[config.mk]
export PLATFORM = sky130hd
export DESIGN_NAME = indexed_insert_erase_array_unit
export DESIGN_NICKNAME = d
export VERILOG_FILES = /design/src/rtl/core/iiea_pkg.sv /design/src/rtl/core/indexed_insert_erase_array_unit.sv /design/src/rtl/core/iiea_cell.sv /design/src/rtl/core/iiea_ctrl.sv
export VERILOG_INCLUDE_DIRS = /design/src /design/src/rtl/core
export SDC_FILE = /design/constraint.sdc
export NUM_CORES = 1
export LEC_CHECK = 0
export ABC_AREA = 1
export BUFFER_PORTS_ARGS = -buffer_cell sky130_fd_sc_hd__buf_2
export CORE_MARGIN = 8
export CORE_UTILIZATION = 40
export DETAILED_ROUTE_END_ITERATION = 7
export GPL_ROUTABILITY_DRIVEN = 0
export REMOVE_ABC_BUFFERS = 1
export SYNTH_ARGS = -nofsm -noshare
export SYNTH_HDL_FRONTEND = slang
export SYNTH_SLANG_ARGS = --single-unit
[constraint.sdc]
create_clock -name clk -period 6.45 [get_ports clk]
set_clock_uncertainty 0.2 [all_clocks]
set_input_delay 0.9675 -clock clk [delete_from_list [all_inputs] [get_ports clk]]
set_output_delay 0.9675 -clock clk [all_outputs]
set_load 0.02 [all_outputs]
[src/rtl/core/indexed_insert_erase_array_unit_defines.svh]
// Assertion macros for the indexed insert/erase array unit.
// Included by the top level; no other dependencies.
`ifndef INDEXED_INSERT_ERASE_ARRAY_UNIT_DEFINES_SVH
`define INDEXED_INSERT_ERASE_ARRAY_UNIT_DEFINES_SVH
`ifndef NO_ASSERTIONS
`define IIEA_ASSERT(lbl, prop, msg) \
	lbl: assert property (@(posedge clk) disable iff (!arst_n) prop) else $error(msg);
`define IIEA_ASSERT_ALWAYS(lbl, prop, msg) \
	lbl: assert property (@(posedge clk) prop) else $error(msg);
`else
`define IIEA_ASSERT(lbl, prop, msg)
`define IIEA_ASSERT_ALWAYS(lbl, prop, msg)
`endif
`endif

[src/rtl/core/iiea_pkg.sv]
// Shared types and constants of the indexed insert/erase array unit.
// No dependencies; imported by every module of the unit.
package iiea_pkg;
	localparam int DEPTH = 16;
	localparam int DATA_W = 32;
	localparam int OP_W = 4;
	localparam int IDX_W = 5;
	localparam int CNT_W = $clog2(DEPTH + 1);
	localparam int AW = $clog2(DEPTH);

	typedef enum logic [OP_W-1:0] {
		OP_INSERT_AT  = 4'd0,
		OP_PUSH_FRONT = 4'd1,
		OP_PUSH_BACK  = 4'd2,
		OP_REMOVE_AT  = 4'd3,
		OP_POP_FRONT  = 4'd4,
		OP_POP_BACK   = 4'd5,
		OP_READ_AT    = 4'd6,
		OP_FRONT      = 4'd7,
		OP_BACK       = 4'd8,
		OP_CLEAR      = 4'd9
	} op_t;

	typedef enum logic [1:0] {
		CELL_HOLD,
		CELL_OPEN,
		CELL_CLOSE
	} cell_kind_t;

	// Broadcast from the controller to every cell of the chain.
	typedef struct packed {
		cell_kind_t         kind;
		logic [CNT_W-1:0]   pos;
		logic [CNT_W-1:0]   count;
		logic [DATA_W-1:0]  value;
	} cell_cmd_t;

	typedef logic [DEPTH-1:0][DATA_W-1:0] entry_vec_t;
endpackage

[src/rtl/core/indexed_insert_erase_array_unit.sv]
// Top level of the indexed insert/erase array unit: controller plus cell chain.
// Depends on iiea_pkg, iiea_ctrl, iiea_cell and the assertion macro header.
//
// This unit keeps an ordered array of up to DEPTH (16) words of 32 bits and a
// fill count. Each input transaction is one operation: insert at an index,
// push front or push back opens a gap and stores the value; remove at an
// index, pop front or pop back returns the entry and closes the gap; read at,
// front and back return an entry unchanged; clear empties the array. Every
// operation produces exactly one result transaction carrying a success flag,
// the returned word (zero when nothing is returned) and the count after the
// operation. Failed operations and unknown operation codes change nothing.
// The storage is a row of identical cells, each holding one entry and loading
// from its lower or upper neighbor, so a whole insert or remove shift is done
// at the clock edge that accepts the transaction. The unit takes one
// operation per cycle; its result appears in the output register on the next
// cycle, and a new operation is accepted in the same cycle that the previous
// result is taken. Input is stalled only while an untaken result is held with
// the output stalled. Entries hold no reset value; only entries below the
// fill count are ever read.
`include "indexed_insert_erase_array_unit_defines.svh"
module indexed_insert_erase_array_unit
	import iiea_pkg::*;
(
	input  logic              clk,
	input  logic              arst_n,
	input  logic              in_valid,
	output logic              in_stall,
	input  logic [OP_W-1:0]   operation,
	input  logic [IDX_W-1:0]  index,
	input  logic [DATA_W-1:0] value,
	output logic              out_valid,
	input  logic              out_stall,
	output logic              ok,
	output logic [DATA_W-1:0] data_out,
	output logic [CNT_W-1:0]  entry_count
);
	logic       accept;
	logic       out_take;
	cell_cmd_t  cmd;
	entry_vec_t entries;

	// The output register is freed by a taken result, so a new transaction
	// can enter in the same cycle.
	assign out_take = out_valid && !out_stall;
	assign in_stall = out_valid && out_stall;
	assign accept = in_valid && !in_stall;

	iiea_ctrl u_ctrl (
		.clk        (clk),
		.arst_n     (arst_n),
		.accept     (accept),
		.out_take   (out_take),
		.operation  (operation),
		.index      (index),
		.value      (value),
		.entries    (entries),
		.cmd        (cmd),
		.out_valid  (out_valid),
		.ok         (ok),
		.data_out   (data_out),
		.entry_count(entry_count)
	);

	// The chain: each cell sees its neighbors' words; the ends see zero.
	for (genvar i = 0; i < DEPTH; i++) begin : g_cell
		logic [DATA_W-1:0] lower_w;
		logic [DATA_W-1:0] upper_w;

		if (i == 0) begin : g_first
			assign lower_w = '0;
		end else begin : g_lower
			assign lower_w = entries[i-1];
		end
		if (i == DEPTH - 1) begin : g_last
			assign upper_w = '0;
		end else begin : g_upper
			assign upper_w = entries[i+1];
		end

		iiea_cell u_cell (
			.clk       (clk),
			.position  (AW'(i)),
			.cmd       (cmd),
			.lower_data(lower_w),
			.upper_data(upper_w),
			.data      (entries[i])
		);
	end

	// The count never goes past the capacity.
	`IIEA_ASSERT(a_count_bound, entry_count <= CNT_W'(DEPTH), "fill count above capacity")
	// Every accepted transaction leaves a result in the output register.
	`IIEA_ASSERT(a_result_follows, accept |=> out_valid, "accepted operation gave no result")
	// A clear always succeeds and empties the array.
	`IIEA_ASSERT(a_clear_empties, (accept && operation == OP_CLEAR) |=> (ok && entry_count == '0),
		"clear did not empty the array")
	// A failed operation leaves the count where it was.
	`IIEA_ASSERT(a_fail_holds, (out_valid && !ok && $past(accept)) |-> $stable(entry_count),
		"failed operation changed the count")
	// A clock edge seen in reset leaves no result pending at the following edge.
	`IIEA_ASSERT_ALWAYS(a_reset_idle, !arst_n |=> !out_valid, "result pending in reset")
endmodule

[src/rtl/core/iiea_cell.sv]
// One storage cell of the shifting chain.
// Depends on iiea_pkg for the command struct and widths.
module iiea_cell
	import iiea_pkg::*;
(
	input  logic              clk,
	input  logic [AW-1:0]     position,
	input  cell_cmd_t         cmd,
	input  logic [DATA_W-1:0] lower_data,
	input  logic [DATA_W-1:0] upper_data,
	output logic [DATA_W-1:0] data
);
	logic [DATA_W-1:0] data_q;
	logic [CNT_W-1:0]  here;
	logic [CNT_W-1:0]  next_up;

	assign here = CNT_W'(position);
	assign next_up = here + CNT_W'(1);
	assign data = data_q;

	always_ff @(posedge clk) begin
		case (cmd.kind)
			CELL_OPEN: begin
				if (here == cmd.pos) begin
					data_q <= cmd.value;
				end else if (here > cmd.pos && here <= cmd.count) begin
					data_q <= lower_data;
				end
			end
			CELL_CLOSE: begin
				if (here >= cmd.pos && next_up < cmd.count) begin
					data_q <= upper_data;
				end
			end
			default: begin
			end
		endcase
	end
endmodule

[src/rtl/core/iiea_ctrl.sv]
// Operation decode, fill count and result register of the array unit.
// Depends on iiea_pkg; drives the cell chain through a broadcast command.
module iiea_ctrl
	import iiea_pkg::*;
(
	input  logic              clk,
	input  logic              arst_n,
	input  logic              accept,
	input  logic              out_take,
	input  logic [OP_W-1:0]   operation,
	input  logic [IDX_W-1:0]  index,
	input  logic [DATA_W-1:0] value,
	input  entry_vec_t        entries,
	output cell_cmd_t         cmd,
	output logic              out_valid,
	output logic              ok,
	output logic [DATA_W-1:0] data_out,
	output logic [CNT_W-1:0]  entry_count
);
	logic [CNT_W-1:0]  count_q;
	logic              out_valid_q;
	logic              ok_q;
	logic [DATA_W-1:0] data_q;
	logic [CNT_W-1:0]  idx_c;
	logic [CNT_W-1:0]  last_c;
	logic [CNT_W-1:0]  pos_c;
	logic [CNT_W-1:0]  count_c;
	logic              ok_c;
	logic              rd_c;
	logic              full_c;
	cell_kind_t        kind_c;

	assign idx_c = CNT_W'(index);
	assign last_c = count_q - CNT_W'(1);
	assign full_c = (count_q == CNT_W'(DEPTH));

	always_comb begin
		pos_c = '0;
		ok_c = 1'b0;
		rd_c = 1'b0;
		kind_c = CELL_HOLD;
		count_c = count_q;
		case (op_t'(operation))
			OP_INSERT_AT, OP_PUSH_FRONT, OP_PUSH_BACK: begin
				if (op_t'(operation) == OP_INSERT_AT) begin
					pos_c = idx_c;
				end else if (op_t'(operation) == OP_PUSH_BACK) begin
					pos_c = count_q;
				end
				ok_c = (pos_c <= count_q) && !full_c;
				if (ok_c) begin
					kind_c = CELL_OPEN;
					count_c = count_q + CNT_W'(1);
				end
			end
			OP_REMOVE_AT, OP_POP_FRONT, OP_POP_BACK,
			OP_READ_AT, OP_FRONT, OP_BACK: begin
				if (op_t'(operation) == OP_REMOVE_AT || op_t'(operation) == OP_READ_AT) begin
					pos_c = idx_c;
				end else if (op_t'(operation) == OP_POP_BACK
					|| op_t'(operation) == OP_BACK) begin
					pos_c = last_c;
				end
				ok_c = (count_q != '0) && (pos_c < count_q);
				rd_c = ok_c;
				if (ok_c && (op_t'(operation) == OP_REMOVE_AT
					|| op_t'(operation) == OP_POP_FRONT
					|| op_t'(operation) == OP_POP_BACK)) begin
					kind_c = CELL_CLOSE;
					count_c = last_c;
				end
			end
			OP_CLEAR: begin
				ok_c = 1'b1;
				count_c = '0;
			end
			default: begin
			end
		endcase
	end

	always_comb begin
		cmd.kind = accept ? kind_c : CELL_HOLD;
		cmd.pos = pos_c;
		cmd.count = count_q;
		cmd.value = value;
	end

	always_ff @(posedge clk or negedge arst_n) begin
		if (!arst_n) begin
			count_q <= '0;
			out_valid_q <= 1'b0;
		end else begin
			if (accept) begin
				count_q <= count_c;
				out_valid_q <= 1'b1;
			end else if (out_take) begin
				out_valid_q <= 1'b0;
			end
		end
	end

	// Result payload; position is known to be below the count when read.
	always_ff @(posedge clk) begin
		if (accept) begin
			ok_q <= ok_c;
			data_q <= rd_c ? entries[pos_c[AW-1:0]] : '0;
		end
	end

	assign out_valid = out_valid_q;
	assign ok = ok_q;
	assign data_out = data_q;
	assign entry_count = count_q;
endmodule

After elaboration in Yosys (flattened, before gate mapping)
Cells that the tools add are included.
- register bits: 551
- memory bits (writable): 0
- latch bits: 0
- output and inout port bits: 40
- memories kept: 0
- logic and storage cells: 304
- memory bits (read-only): 0
- bitwise gates (word level): 0
- muxes and demuxes: 84
- $lt $le $gt $ge: 67
- reduce and logical (&&, ||, !) cells: 70
- div/mod/pow operators: 0
- shift-type cells: 0
- add/sub/neg operators: 2
- equality and inequality tests: 61
- $mul: 0
- operators by type and width (cell ; number):
    2-to-1 mux 32 bit ; 49
    one-hot mux 32 bit (2 select lines) ; 16
    binary-select mux 32 bit (select 4 bit) ; 1
    != test 3 x 1 -> 1 bit (second input constant) ; 16
    AND reduction 3 bit ; 16
    == test 4 x 5 -> 1 bit (first input constant) ; 8
    >= comparator 4 x 5 -> 1 bit (first input constant) ; 8
    > comparator 4 x 5 -> 1 bit (first input constant) ; 8
    <= comparator 4 x 5 -> 1 bit (first input constant) ; 8
    less-than comparator 4 x 5 -> 1 bit (first input constant) ; 8
    2-to-1 mux 5 bit ; 8
    logical AND 1 bit ; 38
    != test 2 x 1 -> 1 bit (second input constant) ; 18
    == test 3 x 5 -> 1 bit (first input constant) ; 4
    >= comparator 3 x 5 -> 1 bit (first input constant) ; 4
    > comparator 3 x 5 -> 1 bit (first input constant) ; 4
    <= comparator 3 x 5 -> 1 bit (first input constant) ; 4
    less-than comparator 3 x 5 -> 1 bit (first input constant) ; 4
    == test 4 x 3 -> 1 bit (second input constant) ; 4
    one-hot mux 5 bit (3 select lines) ; 1
    == test 2 x 5 -> 1 bit (first input constant) ; 2
    >= comparator 1 x 5 -> 1 bit (first input constant) ; 2
    >= comparator 2 x 5 -> 1 bit (first input constant) ; 2
    > comparator 1 x 5 -> 1 bit (first input constant) ; 2
    33 further kinds ; 49

Depth between registers and ports, before layout
Gate-level depths: netlist (run 1).
- depth in word-level cells: 14
- gate-level depth with buffers: 21

Modules after synthesis
From an unflattened synthesis (run 1), not the netlist that was laid out.
- cell total of the unflattened synthesis: 5904
- area total of the unflattened synthesis: 42608.4 um^2
- modules (own cells, without submodules) (module ; instances ; area each (um^2) ; cells an instance):
    iiea_cell (g_cell[10].u_cell ...) ; 13 ; 2079.5 ; 250
    iiea_ctrl ; 1 ; 9295.2 ; 1893
    iiea_cell (g_cell[8].u_cell ...) ; 2 ; 2087.0 ; 252
    iiea_cell (g_cell[0].u_cell) ; 1 ; 2074.5 ; 249
    indexed_insert_erase_array_unit ; 1 ; 31.3 ; 8

Least setup slack after synthesis (run 1)
No wires, ideal clock.
- path kind: input port to flip-flop
- start point: in out_stall
- end point: reg g_cell[15].u_cell.data_q[0], enable pin
- path buffers: 3
- stages on the path: 11
- slack: -0.632 ns
- setup time: 0.470 ns
- data arrival time: 6.412 ns
- cells stage by stage: nand2_1 inv_1 nor2_1 nand2_1 ha_1 clkbuf_1 inv_2 clkbuf_1 clkbuf_1 a31oi_1 a211oi_1
- cells in the longest elaborated chain, start to end: 7
- elaborated cells between the ends (all ways): 10
- classes of those cells: eq/ne: 4; mux: 1; reduce/logical: 5
- RTL lines (item ; line ; RTL):
    from (decl) ; indexed_insert_erase_array_unit.sv:32 ; input logic out_stall,
    logical AND 1 bit (*) ; indexed_insert_erase_array_unit.sv:45 ; assign in_stall = out_valid && out_stall;
    via in_stall ; indexed_insert_erase_array_unit.sv:27 ; output logic in_stall,
    logical NOT 1 bit (*) ; indexed_insert_erase_array_unit.sv:46 ; assign accept = in_valid && !in_stall;
    logical AND 1 bit (*) ; indexed_insert_erase_array_unit.sv:46 ;
    via accept ; indexed_insert_erase_array_unit.sv:37 ; logic accept;
    2-to-1 mux 2 bit (*) ; iiea_ctrl.sv:83 ; cmd.kind = accept ? kind_c : CELL_HOLD;
    == test 2 x 1 -> 1 bit or == test 2 bit (tied branches) ; iiea_cell.sv:22 ; case (cmd.kind)
    != test 3 x 1 -> 1 bit (no source line) (tied with other cells) ; n/a ;
    AND reduction 3 bit (no source line) (*) ; n/a ;
    to (signal assigned) ; iiea_cell.sv:25 ; data_q <= cmd.value;
    to (signal assigned) ; iiea_cell.sv:27 ; data_q <= lower_data;
    to (signal assigned) ; iiea_cell.sv:32 ; data_q <= upper_data;
    to (decl) ; iiea_cell.sv:13 ; logic [DATA_W-1:0] data_q;
Mark *: on every way through the listed nets, which the timed path passes. The rest lies on a longest branch.
A chain may end at the register's enable or synchronous reset.

Worst setup path after layout (run 1)
- start point: reg u_ctrl.count_q[1], in the netlist u_ctrl.entry_count[1]
- end point: reg g_cell[8].u_cell.data_q[12], enable pin
- cells in the longest elaborated chain, start to end: 13
- elaborated cells between the ends (all ways): 33
- classes of those cells: add/sub: 1; order compare: 6; eq/ne: 6; mux: 11; reduce/logical: 9
- RTL lines (item ; line ; RTL):
    from (decl) ; iiea_ctrl.sv:20 ; logic [CNT_W-1:0] count_q;
    from (signal assigned) ; iiea_ctrl.sv:95 ; count_q <= count_c;
    subtractor 5 x 1 -> 5 bit ; iiea_ctrl.sv:34 ; assign last_c = count_q - CNT_W'(1);
    2-to-1 mux 5 bit ; iiea_ctrl.sv:60 ; end else if (op_t'(operation) == OP_POP_BACK
    2-to-1 mux 5 bit ; iiea_ctrl.sv:58 ; if (op_t'(operation) == OP_REMOVE_AT || op_t'(operation) == OP_READ_AT) begin
    2-to-1 mux 5 bit ; iiea_ctrl.sv:43 ; case (op_t'(operation))
    less-than comparator 5 bit ; iiea_ctrl.sv:64 ; ok_c = (count_q != '0) && (pos_c < count_q);
    logical AND 1 bit ; iiea_ctrl.sv:64 ;
    logical AND 1 bit ; iiea_ctrl.sv:66 ; if (ok_c && (op_t'(operation) == OP_REMOVE_AT
    2-to-1 mux 2 bit ; iiea_ctrl.sv:66 ;
    one-hot mux 2 bit (2 select lines) ; iiea_ctrl.sv:43 ;
    2-to-1 mux 2 bit ; iiea_ctrl.sv:83 ;
    == test 2 x 1 -> 1 bit or == test 2 bit (tied branches) ; iiea_cell.sv:22 ;
    != test 3 x 1 -> 1 bit (no source line) (tied with other cells) ; n/a ;
    AND reduction 3 bit (no source line) (*) ; n/a ;
    to (signal assigned) ; iiea_cell.sv:25 ;
    to (signal assigned) ; iiea_cell.sv:27 ;
    to (signal assigned) ; iiea_cell.sv:32 ;
    to (decl) ; iiea_cell.sv:13 ;
Every way passes the cells marked *; elsewhere a longest branch is shown, timed or not. The select of a mux whose other input is x is not followed.

==> reports/qor.txt, run 1 <==
Cell area after synthesis - 34790 um2
Layout cell share with drive strength beyond 1 - 0.07412
Critical Path End Type - flip-flop
Post-synth EDFFs - 545
Multi-input logic area - 14720 um2
Slew headroom - 0.1927
Mapped Cells - 4542
Synth Flop Type - edfxtp_1
# DRC - 0
Syn. warnings - 0
DR pass1 iterations - 6
Filler Cell Count - 8720
Hold WC Path Type - reg2reg
Area Overhead vs Synth - 9.754%
Vias per cell - 5.691
Synth Area per Inst - 7.659 um2
Synth Register Bits - 551
Min Hold Slack - 0.2942 ns
Hold Vio Cnt, Final - 0
Post-synth ARST share - 0.01089
Fmax - 196.4 MHz
TritonCTS clock tree - yes
Power per standard cell area - 329.1 nW/um2
R2R Setup Slk - 1.36 ns
Via count - 32000
First-pass GRT wire length - 185800 um
Number of antenna violations at the first check in global routing - 1
Reg area - 16520 um2
Largest net degree at the start of global routing - 288
DP HPWL - 67480 um
Fin crit period - 5.091 ns
Netlist cell types - 38
CTS Buf Count - 69
Crit share post-route - 0.7892
Setup TNS - 0 ns
Critical path class - reg2reg
WP data arrival - 5.21 ns
Worst-Skew Late Latency - 0.64 ns
Htree depth - 3
Routed len/inst - 22.01 um
Die ar. - 96670 um2
Status - finished clean
RSZ-0062 raised after global routing - false
Setup crit start kind - flip-flop
Postcts setup bufs - 0
Iteration-0 DRC Markers - 4145
Root buffer cell - clkbuf_16
Port Buf Inserts - 84
Max Cap Violations - 0
Sequential-to-total area share from yosys stat - 0.4748
Leakage power - 16.70 nW
Post_cts resized - 0
Worst VDD drop - 176.5 uV
Nets - 4475
CTS Sinks - 551
Row count - 108
Slew Viols, Final - 0
Longest Clk Path Bufs - 3
Clock Pin Slew Worst Setup and Hold Paths - 0.07 ns
Vias in the first global route - 29580
CP Max Fanout - 29
Routed wire length - 123700 um
WP data required - 6.57 ns
Initial Utilization - 0.4023
DRT antenna net count - 0
GRT Overall Usage - 0.2454
Overflow after GRT - 0
Slew of the pin with the lowest slew margin - 1.211 ns
Core area - 86480 um2
IO Count - 85
Die width - 310.9 um
Total power - 12.56 mW
Die Ht - 310.9 um
Final setup vio count - 0
## layout make-up
cell class	instances	share of cell area
multi-input cells	3036	0.3854
repair buffers	159	0.03041
flip-flops and latches	551	0.4326
inverters	597	0.05915
diodes	1	0.00006554
clock buffers	90	0.04729
clock inverters	33	0.007242
well taps	1155	0.03785
## layout by cell type (no fill, tap or decap), types with 16 or more instances in the layout
cell type and instances:
edfxtp_1 545, o21ai_0 243, buf_2 84, inv_1 578, nand2_2 16, nand2_1 1218, ha_1 16, nor2_1 159
buf_4 60, clkbuf_16 69, a21oi_1 55, o21ai_1 348, clkbuf_1 21, nor2_4 18, nand3_1 673, o211ai_1 226
## logic make-up (layout without fill, tap and decap cells)
kind of cell | Yosys count | count (layout) | synth area share
buffers and inverters | 955 | 879 | 0.1098
flip-flops | 551 | 551 | 0.4748
AND/OR/NAND/NOR | 2117 | 2117 | 0.2617
adder cells (fa/ha/maj) | 16 | 16 | 0.005755
other | 0 | 1 | 0
XOR/XNOR | 2 | 2 | 0.0005036
AO/OA/AOI/OAI | 901 | 901 | 0.1475
## repair_timing
action	in CTS	in global routing
hold endpoints to repair	6	0
hold buffers	1	0
endpoints found under the setup margin	0	0
## per-stage QoR
stage          std cells  utilization  worst slack (ns)  area (um2)
3_5_place_dp        5497       0.4173             1.188       36090
2_1_floorplan       4184            -            -7.779       33210
3_3_place_gp        5497       0.4173             1.183       36090
5_1_grt             5621       0.4415             1.068       38180
6_report            5622       0.4415             1.359       38180
4_1_cts             5621       0.4415             1.418       38180
## final timing paths
| check | from | to | depth (start not counted) |
|---|---|---|---|
| min | u_ctrl.out_valid$_DFFE_PN0P_ | u_ctrl.out_valid$_DFFE_PN0P_ | 2 |
| min in group asynchronous | arst_n | u_ctrl.entry_count[0]$_DFFE_PN0P_ | 2 |
| max in group asynchronous | arst_n | u_ctrl.entry_count[3]$_DFFE_PN0P_ | 2 |
| max reg2reg | u_ctrl.entry_count[1]$_DFFE_PN0P_ | g_cell[8].u_cell.data[12]$_DFFE_PP_ | 19 |
| max | u_ctrl.entry_count[1]$_DFFE_PN0P_ | g_cell[8].u_cell.data[12]$_DFFE_PP_ | 19 |
| min reg2reg | u_ctrl.out_valid$_DFFE_PN0P_ | u_ctrl.out_valid$_DFFE_PN0P_ | 2 |
## state kept, by name, indices dropped and copies added (netlist names)
name	cells
u_ctrl.ok	1
u_ctrl.out_valid	1
u_ctrl.data_out	32
u_ctrl.entry_count	5
g_cell.u_cell.data	512
## power breakdown
part	switching [mW]	internal (mW)	leakage (nW)
sequential	0.153	4.66	5.07
clock	1.64	2.07	1.01
combinational	2.91	1.13	10.6
## cells in the mapped netlist (17+ instances only)
cell      number  area (um2)
nand2_1     1218        4572
nand3_1      680        3403
inv_1        580        2177
edfxtp_1     545       16370
o21ai_1      348        1742
o21ai_0      243        1216
o211ai_1     226        1697
clkbuf_1     199       747.0
nor2_1       167       626.9
buf_2        129       645.6
a21oi_1       60       300.3
nand2_2       17       106.4
## routing by layer
layer  wire (um)  global-route usage  vias up
met5           0                   0        -
met4        4996             0.09070        0
met3       10970             0.03983      286
met2       56840              0.3968     1580
met1       50930              0.3305    15150
li1            -                   -    14980
## critical path: stages (launching register included)
cell     delay, ns
dfrtp_1       0.58
inv_1         0.26
ha_1          0.28
xor2_1        0.24
nand2_2       0.12
nand2_2       0.11
ha_1          0.25
a21oi_1       0.13
nor2_1        0.05
nor3_1        0.23
nand3_1       0.13
nor2_1        0.15
inv_1         0.06
ha_1          0.36
inv_1         0.21
a21oi_1       0.07
a21oi_1       0.14
nand2_1       0.07
inv_2         0.82
buf_4         0.28
(Power assumes the default switching activity.)
==> run 2: changes to the inputs <==
- clock period: 6.45 -> 4.4 ns (I/O delays scaled with it)
==> reports/qor.txt, run 2 (same netlist as run 1, synthesis figures left out) <==
CP top delay family - simple AND/OR/NAND/NOR gates
DR pass1 iterations - 6 (unchanged)
Postcts setup bufs - 0 (unchanged)
Hold Vio Cnt, Final - 0 (unchanged)
Fin crit period - 4.113 ns (-0.9774 ns)
RSZ-0062 raised after global routing - false
IO Count - 85 (unchanged)
Number of antenna violations at the first check in global routing - 2 (+1)
Initial Utilization - 0.4023 (unchanged)
Reg area - 16520 um2 (unchanged)
Final instance area - 39180 um2 (+2.6%)
Via count - 32270 (+0.84%)
Final setup vio count - 0 (unchanged)
Slew of the pin with the lowest slew margin - 0.9227 ns (-0.2882 ns)
Cell repeated most along the worst path - ha_1
Worst-Skew Late Latency - 0.62 ns (-0.02 ns)
Power per standard cell area - 485.0 nW/um2 (+47%)
CTS Buf Count - 68 (-1.4%)
Critical-path cell list - inv_2 > ha_1 > xor2_1 > nand2_2 > nand2_2 > ha_1 > a21oi_1 > nor2_1 > nor3_1 > nand3_1 > nor2_1 > inv_1 > ha_1 > inv_1 > nand2_1 > nand2_1 > o21ai_1 > a21oi_4 > buf_12
DP HPWL - 73190 um (+8.5%)
First-pass GRT wire length - 190900 um (+2.7%)
Commonest non-fill, non-tap cell in the layout - nand2_1
Slowest stage cell, crit path - dfrtp_1
Clock Pin Slew Worst Setup and Hold Paths - 0.06 ns (about the same)
Area Overhead vs Synth - 12.61%
Crit share post-route - 0.9348 (+0.1456)
Slew headroom - 0.3849 (+0.1921)
WP data arrival - 4.22 ns (-0.99 ns)
Number of flip-flops in the largest register - 512 (unchanged)
WHS Endpoint - u_ctrl.out_valid$_DFFE_PN0P_
Worst VDD drop - 282.0 uV (+60%)
Die Ht - 310.9 um (unchanged)
Status - finished clean
FF-to-FF End - g_cell[14].u_cell.data[30]$_DFFE_PP_
Largest net degree at the start of global routing - 161 (-44%)
Root buffer cell - clkbuf_16
Max Cap Violations - 0 (unchanged)
Filler Cell Count - 8571 (-1.7%)
R2R depth - 19 (unchanged)
CP startpoint - u_ctrl.entry_count[0]$_DFFE_PN0P_
CTS Sinks - 551 (unchanged)
Worst R2R Start - u_ctrl.entry_count[0]$_DFFE_PN0P_
CP Max Fanout - 18 (-38%)
Longest Clk Path Bufs - 3 (unchanged)
Commonest non-fill, non-tap cells in the layout - nand2_1 (1218), nand3_1 (673), inv_1 (577)
Leakage power - 17.14 nW (+2.6%)
Total power - 19.00 mW (+51%)
Layout cell share with drive strength beyond 1 - 0.08374 (+0.009624)
R2R Setup Slk - 0.29 ns (-1.07 ns)
Iteration-0 DRC Markers - 3924 (-5.3%)
Overflow after GRT - 0 (unchanged)
Htree depth - 3 (unchanged)
Hold WC Path Type - in2reg
# DRC - 0 (unchanged)
Ant diodes - 0 (-1)
PnR worst setup slack - 0.2869 ns (-1.073 ns)
Row count - 108 (unchanged)
Vias in the first global route - 30620 (+3.5%)
GRT Overall Usage - 0.2516 (+0.006150)
Die width - 310.9 um (unchanged)
Buffers & Inverters on Critical Path - 4 (-1)
Multi-input logic area - 14720 um2 (unchanged)
TritonCTS clock tree - yes
Vias per cell - 5.692 (about the same)
Cells on Worst Hold Path - 3 (+1)
Fmax - 243.1 MHz (+24%)
Setup crit start kind - flip-flop
CP peak stage delay - 0.39 ns (-0.43 ns)
Core area - 86480 um2 (unchanged)
Setup WS pre-CTS - 0.04404 ns (-1.144 ns)
Routed wire length - 126100 um (+1.9%)
Die ar. - 96670 um2 (unchanged)
Slew Viols, Final - 0 (unchanged)
DRT antenna net count - 0 (unchanged)
WP data required - 4.51 ns (-2.06 ns)
Nets - 4521 (+1.0%)
Hold Startpoint - out_stall
Critical path class - reg2reg
Critical Path End Type - flip-flop
Port Buf Inserts - 84 (unchanged)
Routed len/inst - 22.25 um (+1.1%)
Placed Area - 36950 um2 (+2.4%)
## run 2: changes by cell type in the layout (fill, tap and decap cells not counted), moves of 3 or more
cell | before | now
buf_12 | 14 | 55
buf_4 | 60 | 66
bufinv_16 | 2 | 7
clkbuf_1 | 21 | 18
clkinv_1 | 13 | 18
clkinv_2 | 10 | 4
clkinv_8 | 3 | 0
## run 2: repair_timing
item                                    in CTS  in global routing
endpoints found under the hold margin        6                  0
hold buffers                                 1                  0
resized for setup                            0                  1
endpoints found under the setup margin       0                125
## run 2: worst max-delay path by stage
stage                     cells after the start  slack, ns                                   end
final                                        19       0.29  g_cell[14].u_cell.data[30]$_DFFE_PP_
after detailed placement                     18       0.04  g_cell[14].u_cell.data[21]$_DFFE_PP_
after CTS                                    17       0.23  g_cell[14].u_cell.data[13]$_DFFE_PP_
after global placement                       18       0.07  g_cell[14].u_cell.data[21]$_DFFE_PP_
after global routing                         19       0.04  g_cell[14].u_cell.data[30]$_DFFE_PP_
after floorplan                              14      -9.52    g_cell[7].u_cell.data[0]$_DFFE_PP_
## run 2: area by class of cell
cell class	instances	area share
Tap cell	1155	0.03689
Timing Repair Buffer	206	0.05174
Sequential cell	551	0.4216
Clock inverter	35	0.009294
Clock buffer	89	0.04708
Multi-Input combinational cell	3036	0.3757
Inverter	597	0.05775
## run 2: stage by stage
stage                     hold slack [ns]  setup TNS (ns)  cells  utilization
after floorplan                    0.1644        -7163.63   4184            -
after global placement             0.2781               0   5544       0.4273
after detailed placement           0.2775               0   5544       0.4273
after CTS                         0.04243               0   5669       0.4529
after global routing              0.07745               0   5669       0.4530
final                             0.06273               0   5669       0.4530
## run 2: routing by layer
metal  global-route usage  part of all wire  vias to the layer above
li1                     -                 -                    15060
met2               0.4042              0.45                     1593
met1               0.3324              0.41                    15220
met3              0.03937             0.087                      390
met4               0.1169             0.053                        2
met5                    0           0.00010                        -
## run 2: power breakdown
group          total [mW]  internal [mW]  switching (mW)
combinational        6.23           1.87            4.37
clock                5.73           3.38            2.36
sequential           7.03           6.82           0.212
total                19.0           12.1            6.94
## run 2: worst register-to-register path: stages, from the launching register on
cell     delay [ns]
dfrtp_1        0.39
inv_2          0.18
ha_1           0.24
xor2_1         0.30
nand2_2        0.14
nand2_2        0.12
ha_1           0.25
a21oi_1        0.14
nor2_1         0.06
nor3_1         0.22
nand3_1        0.13
nor2_1         0.15
inv_1          0.06
ha_1           0.20
inv_1          0.17
nand2_1        0.17
nand2_1        0.11
o21ai_1        0.10
a21oi_4        0.21
buf_12         0.26
